## config.mk

```make
export PLATFORM = sky130hd
export DESIGN_NAME = pac_ram
export DESIGN_NICKNAME = d
export VERILOG_FILES = /design/src/hw/rtl/pac_ram.sv
export SDC_FILE = /design/constraint.sdc
export NUM_CORES = 1
export LEC_CHECK = 0
export ABC_CLOCK_PERIOD_IN_PS = 2400
export CAP_MARGIN = 30
export CORE_ASPECT_RATIO = 0.6
export CORE_MARGIN = 3
export CORE_UTILIZATION = 50
export DETAILED_ROUTE_END_ITERATION = 12
export DONT_BUFFER_PORTS = 1
export RECOVER_POWER = 25
export SETUP_SLACK_MARGIN = 0.3
export SLEW_MARGIN = 20
export SYNTH_ARGS = -nofsm -noshare
export SYNTH_HDL_FRONTEND = slang
export SYNTH_SLANG_ARGS = --single-unit
```

## constraint.sdc

```tcl
create_clock -name clk -period 2.4 [get_ports clk]
set_input_delay 0.36 -clock clk [delete_from_list [all_inputs] [get_ports clk]]
set_output_delay 0.36 -clock clk [all_outputs]
set_load 0.02 [all_outputs]
```

## src/hw/rtl/pac_ram.sv

```systemverilog
// ----------------------------------------------------------------------------
// pac_ram
// generic simple dual-port ram, one write and one registered read port
// ----------------------------------------------------------------------------
`default_nettype none

module pac_ram #(
    parameter int WIDTH = 8,
    parameter int DEPTH = 16
) (
    input  wire logic                     clk,
    input  wire logic                     wr_en,
    input  wire logic [$clog2(DEPTH)-1:0] wr_addr,
    input  wire logic [WIDTH-1:0]         wr_data,
    input  wire logic                     rd_en,
    input  wire logic [$clog2(DEPTH)-1:0] rd_addr,
    output logic      [WIDTH-1:0]         rd_data
);

    logic [WIDTH-1:0] mem [DEPTH];

    // write port
    always_ff @(posedge clk)
    begin
        if (wr_en)
        begin
            mem[wr_addr] <= wr_data;
        end
    end

    // registered read port
    always_ff @(posedge clk)
    begin
        if (rd_en)
        begin
            rd_data <= mem[rd_addr];
        end
    end

endmodule

`default_nettype wire

```

==> results summary <==
The number of levels the H-tree was split into is 4. The clock tree root buffer cell is clkbuf_16. The total number of vias is 2386. The number of buffers inserted by port buffering came out at 0.

Timing would allow up to 0.679 GHz. The pin count of the biggest net entering global routing came out at 33. The category of the worst setup path capture point is a register. Total power for the finished layout comes to 5.46 mW.

The area growth from synthesis to layout is 14.8%. The standard-cell row count came out at 28. The clock tree skew after final layout came out at 0.00471 ns. The per-cell routed wire length is 25.2 um. The fraction of layout cells with a size suffix above 1 is 21.2%.

The number of iterations in the first detailed-routing pass came out at 4. The total count of hold-check failures in the final report came out at 0. The maximum root-to-sink buffer count is 2. By area, the combinational part of the netlist is dominated by multiplexers. The final antenna-violating net count came out at 0. Summing the areas of all xor and xnor instances in the mapped netlist gives 0% of the synthesized area.

The number of antenna violations at the first check in global routing is 0. STA classifies the critical path startpoint as a register. The number of top-level design ports came out at 27. The synthesized netlist devotes 2.30% of its cell area to compound gates. The synthesized netlist occupies a cell area of 5230 um^2. Setup repair after global routing left no endpoint under its margin. At the end of routability-driven placement, the weighted congestion stood at 0.749. The leakage power came out at 1.96 nW. The die boundary width is 138 um. The minimum setup slack among reg-to-reg paths is 0.93 ns. The transition time at the pin with the least slew margin came out at 0.913 ns. The classification of the worst setup path is register to register.

The reported max-cap violation count is 0. The cell count after synthesis came out at 229. The final-layout fill cell count is 695. Summed over all layers, the routed wires come to 10100 um.

The final period demand of the worst path came out at 1.47 ns. The buffer count from post-CTS setup fixing is 0. Buffers inserted during clock tree synthesis total 17.

The number of distinct library cells after synthesis is 18. The later pin in the worst-skew pair is clocked with a latency of 0.41 ns. The ratio of final minimum period to clock period came out at 61.4%.

The number of inserted diodes came out at 0. The share of synthesized area spent on multiplexers came out at 14.8%. The total core area came out at 10000 um^2. The number of synthesized register bits is 136. The worst pin sits at a relative slew slack of 38.9%. The global-route total usage across every layer is 18.8%. The number of DRC markers in iteration 0 is 200. The clock edge transition at the registers on the reported setup and hold paths is 0.05 ns. The first global-routing pass estimated 15600 um of wire. The largest driver fanout on the critical path is 1.

Dividing total power by cell area gives a power density of 910 nW/um^2. The number of clock sinks is 136. Summing the areas of all and, or, nand and nor instances in the mapped netlist gives 3.14% of the synthesized area. The global-route congestion overflow total is 0. The tightest min-delay check is of the input port to register type. The placed instance count is 366.

The net count of the finished layout is 270. The chip height is 85.2 um. After Yosys synthesis, full adders, half adders and majority gates account for 0% of the synthesized area. The die area is 11800 um^2. The count of synthesis-stage warnings from yosys came out at 0.

The part of the Yosys area used for sequential elements came out at 78.1%. The maximum resistive drop on vdd came out at 0.000508 V. The required time of the worst setup path is 2.56 ns. TritonCTS built the clock tree.

The number of standard cells in the layout, taps in and fillers out came out at 399. The post-layout utilization of the core is 59.9%. The HPWL after detailed placement came out at 6430 um. The DRC violation count after routing came out at 0. The hold buffer count at cts came out at 0.

The tightest hold path in the finished design has a slack of 0.0420 ns. At the worst endpoint, the arrival time is 1.63 ns. The count of cells resized by post-cts repair is 0. The total nets after synthesis is 248. Using the TritonRoute via totals, the vias-per-cell ratio works out to 5.98. The run finished with clean final reports. The starting density of the core came out at 52.2%. The final setup violation count came out at 0. The max-slew violation count is 0. The via count of the first global-routing pass is 2497. The synthesized area divided by synthesized cell count is 22.8 um^2. The accumulated negative setup slack is 0 ns.
[synth_stat cells (all sizes together)]
cell type      count  area [um^2]
nor2b              1         6.26
clkdlybuf4s25      3         30.0
nand3              1         5.00
or3b               1         8.76
buf                7         56.3
nor3               4         20.0
and2               1         6.26
nand2b             2         12.5
nand2              9         33.8
nand3b             2         15.0
nor2              13         48.8
mux4              32          773
a22oi             16          120
and2b              1         7.51
edfxtp           136         4080
[through the flow]
step / cell area, um^2 / worst slack [ns]
2_1_floorplan: 5230 / 0.547
3_3_place_gp: 5400 / 0.792
3_5_place_dp: 5400 / 0.747
4_1_cts: 5990 / 0.899
5_1_grt: 6000 / 0.866
6_report: 6000 / 0.927
[path summary, 6_finish.rpt]
path | cells past startpoint | end | startpoint
worst max-delay path | 3 | rd_data[4] | mem[3][4]
worst min-delay path | 0 | mem[7][6] | wr_data[6]
worst max register to register | 3 | rd_data[4] | mem[3][4]
worst min register to register | 3 | rd_data[5] | mem[11][5]
[placed cells by master (no fill, tap or decap)]
master | synthesis | routed
nand3_1 | 1 | 1
clkinv_2 | 0 | 2
or3b_2 | 1 | 1
nand3b_1 | 2 | 2
clkinvlp_4 | 0 | 1
clkinv_1 | 0 | 5
bufinv_16 | 0 | 4
nor2b_1 | 1 | 1
and2b_1 | 1 | 1
and2_1 | 1 | 1
edfxtp_1 | 136 | 136
nor3_1 | 4 | 4
nor2_1 | 13 | 13
mux4_1 | 14 | 14
nand2b_1 | 2 | 2
nand2_1 | 9 | 9
clkbuf_16 | 0 | 17
a22oi_1 | 16 | 16
mux4_2 | 18 | 18
buf_4 | 1 | 13
clkbuf_1 | 0 | 3
[report_power, final]
group / switching [mW] / internal, mW
logic: 0.0614 / 0.0790
clock network: 0.898 / 1.71
registers: 0.0297 / 2.68
[per-layer routing]
metal / track usage (%) / share of wire (%) / vias up
met5: 0 / 0 / -
met4: 5.92 / 1.3 / 0
met3: 8.00 / 8.3 / 12
met2: 26.9 / 46 / 92
met1: 26.6 / 45 / 1251
li1: - / - / 1031
[flip-flops by register name, indices dropped and copies added, names as in the netlist]
signal	count
mem	128
rd_data	8
[area by class of cell]
class | instances | area (um^2) | share of cell area [%]
flip-flops and latches | 136 | 4080 | 68.1
multi-input cells | 83 | 1060 | 17.6
clock buffers | 20 | 437 | 7.28
well taps | 135 | 169 | 2.81
clock inverters | 12 | 156 | 2.61
repair buffers | 13 | 97.6 | 1.63
[logic make-up after synthesis]
| family | count (synthesis) |
|---|---|
| flops | 136 |
| simple gates | 35 |
| mux | 32 |
| compound gates | 16 |
| buf+inv | 10 |
[critical path, stage by stage, from the launching register on]
cell and delay [ns]:
edfxtp_1 0.35, mux4_2 0.50, a22oi_1 0.28, nand2_1 0.09
No activity file was read; power rests on OpenSTA's default activity.
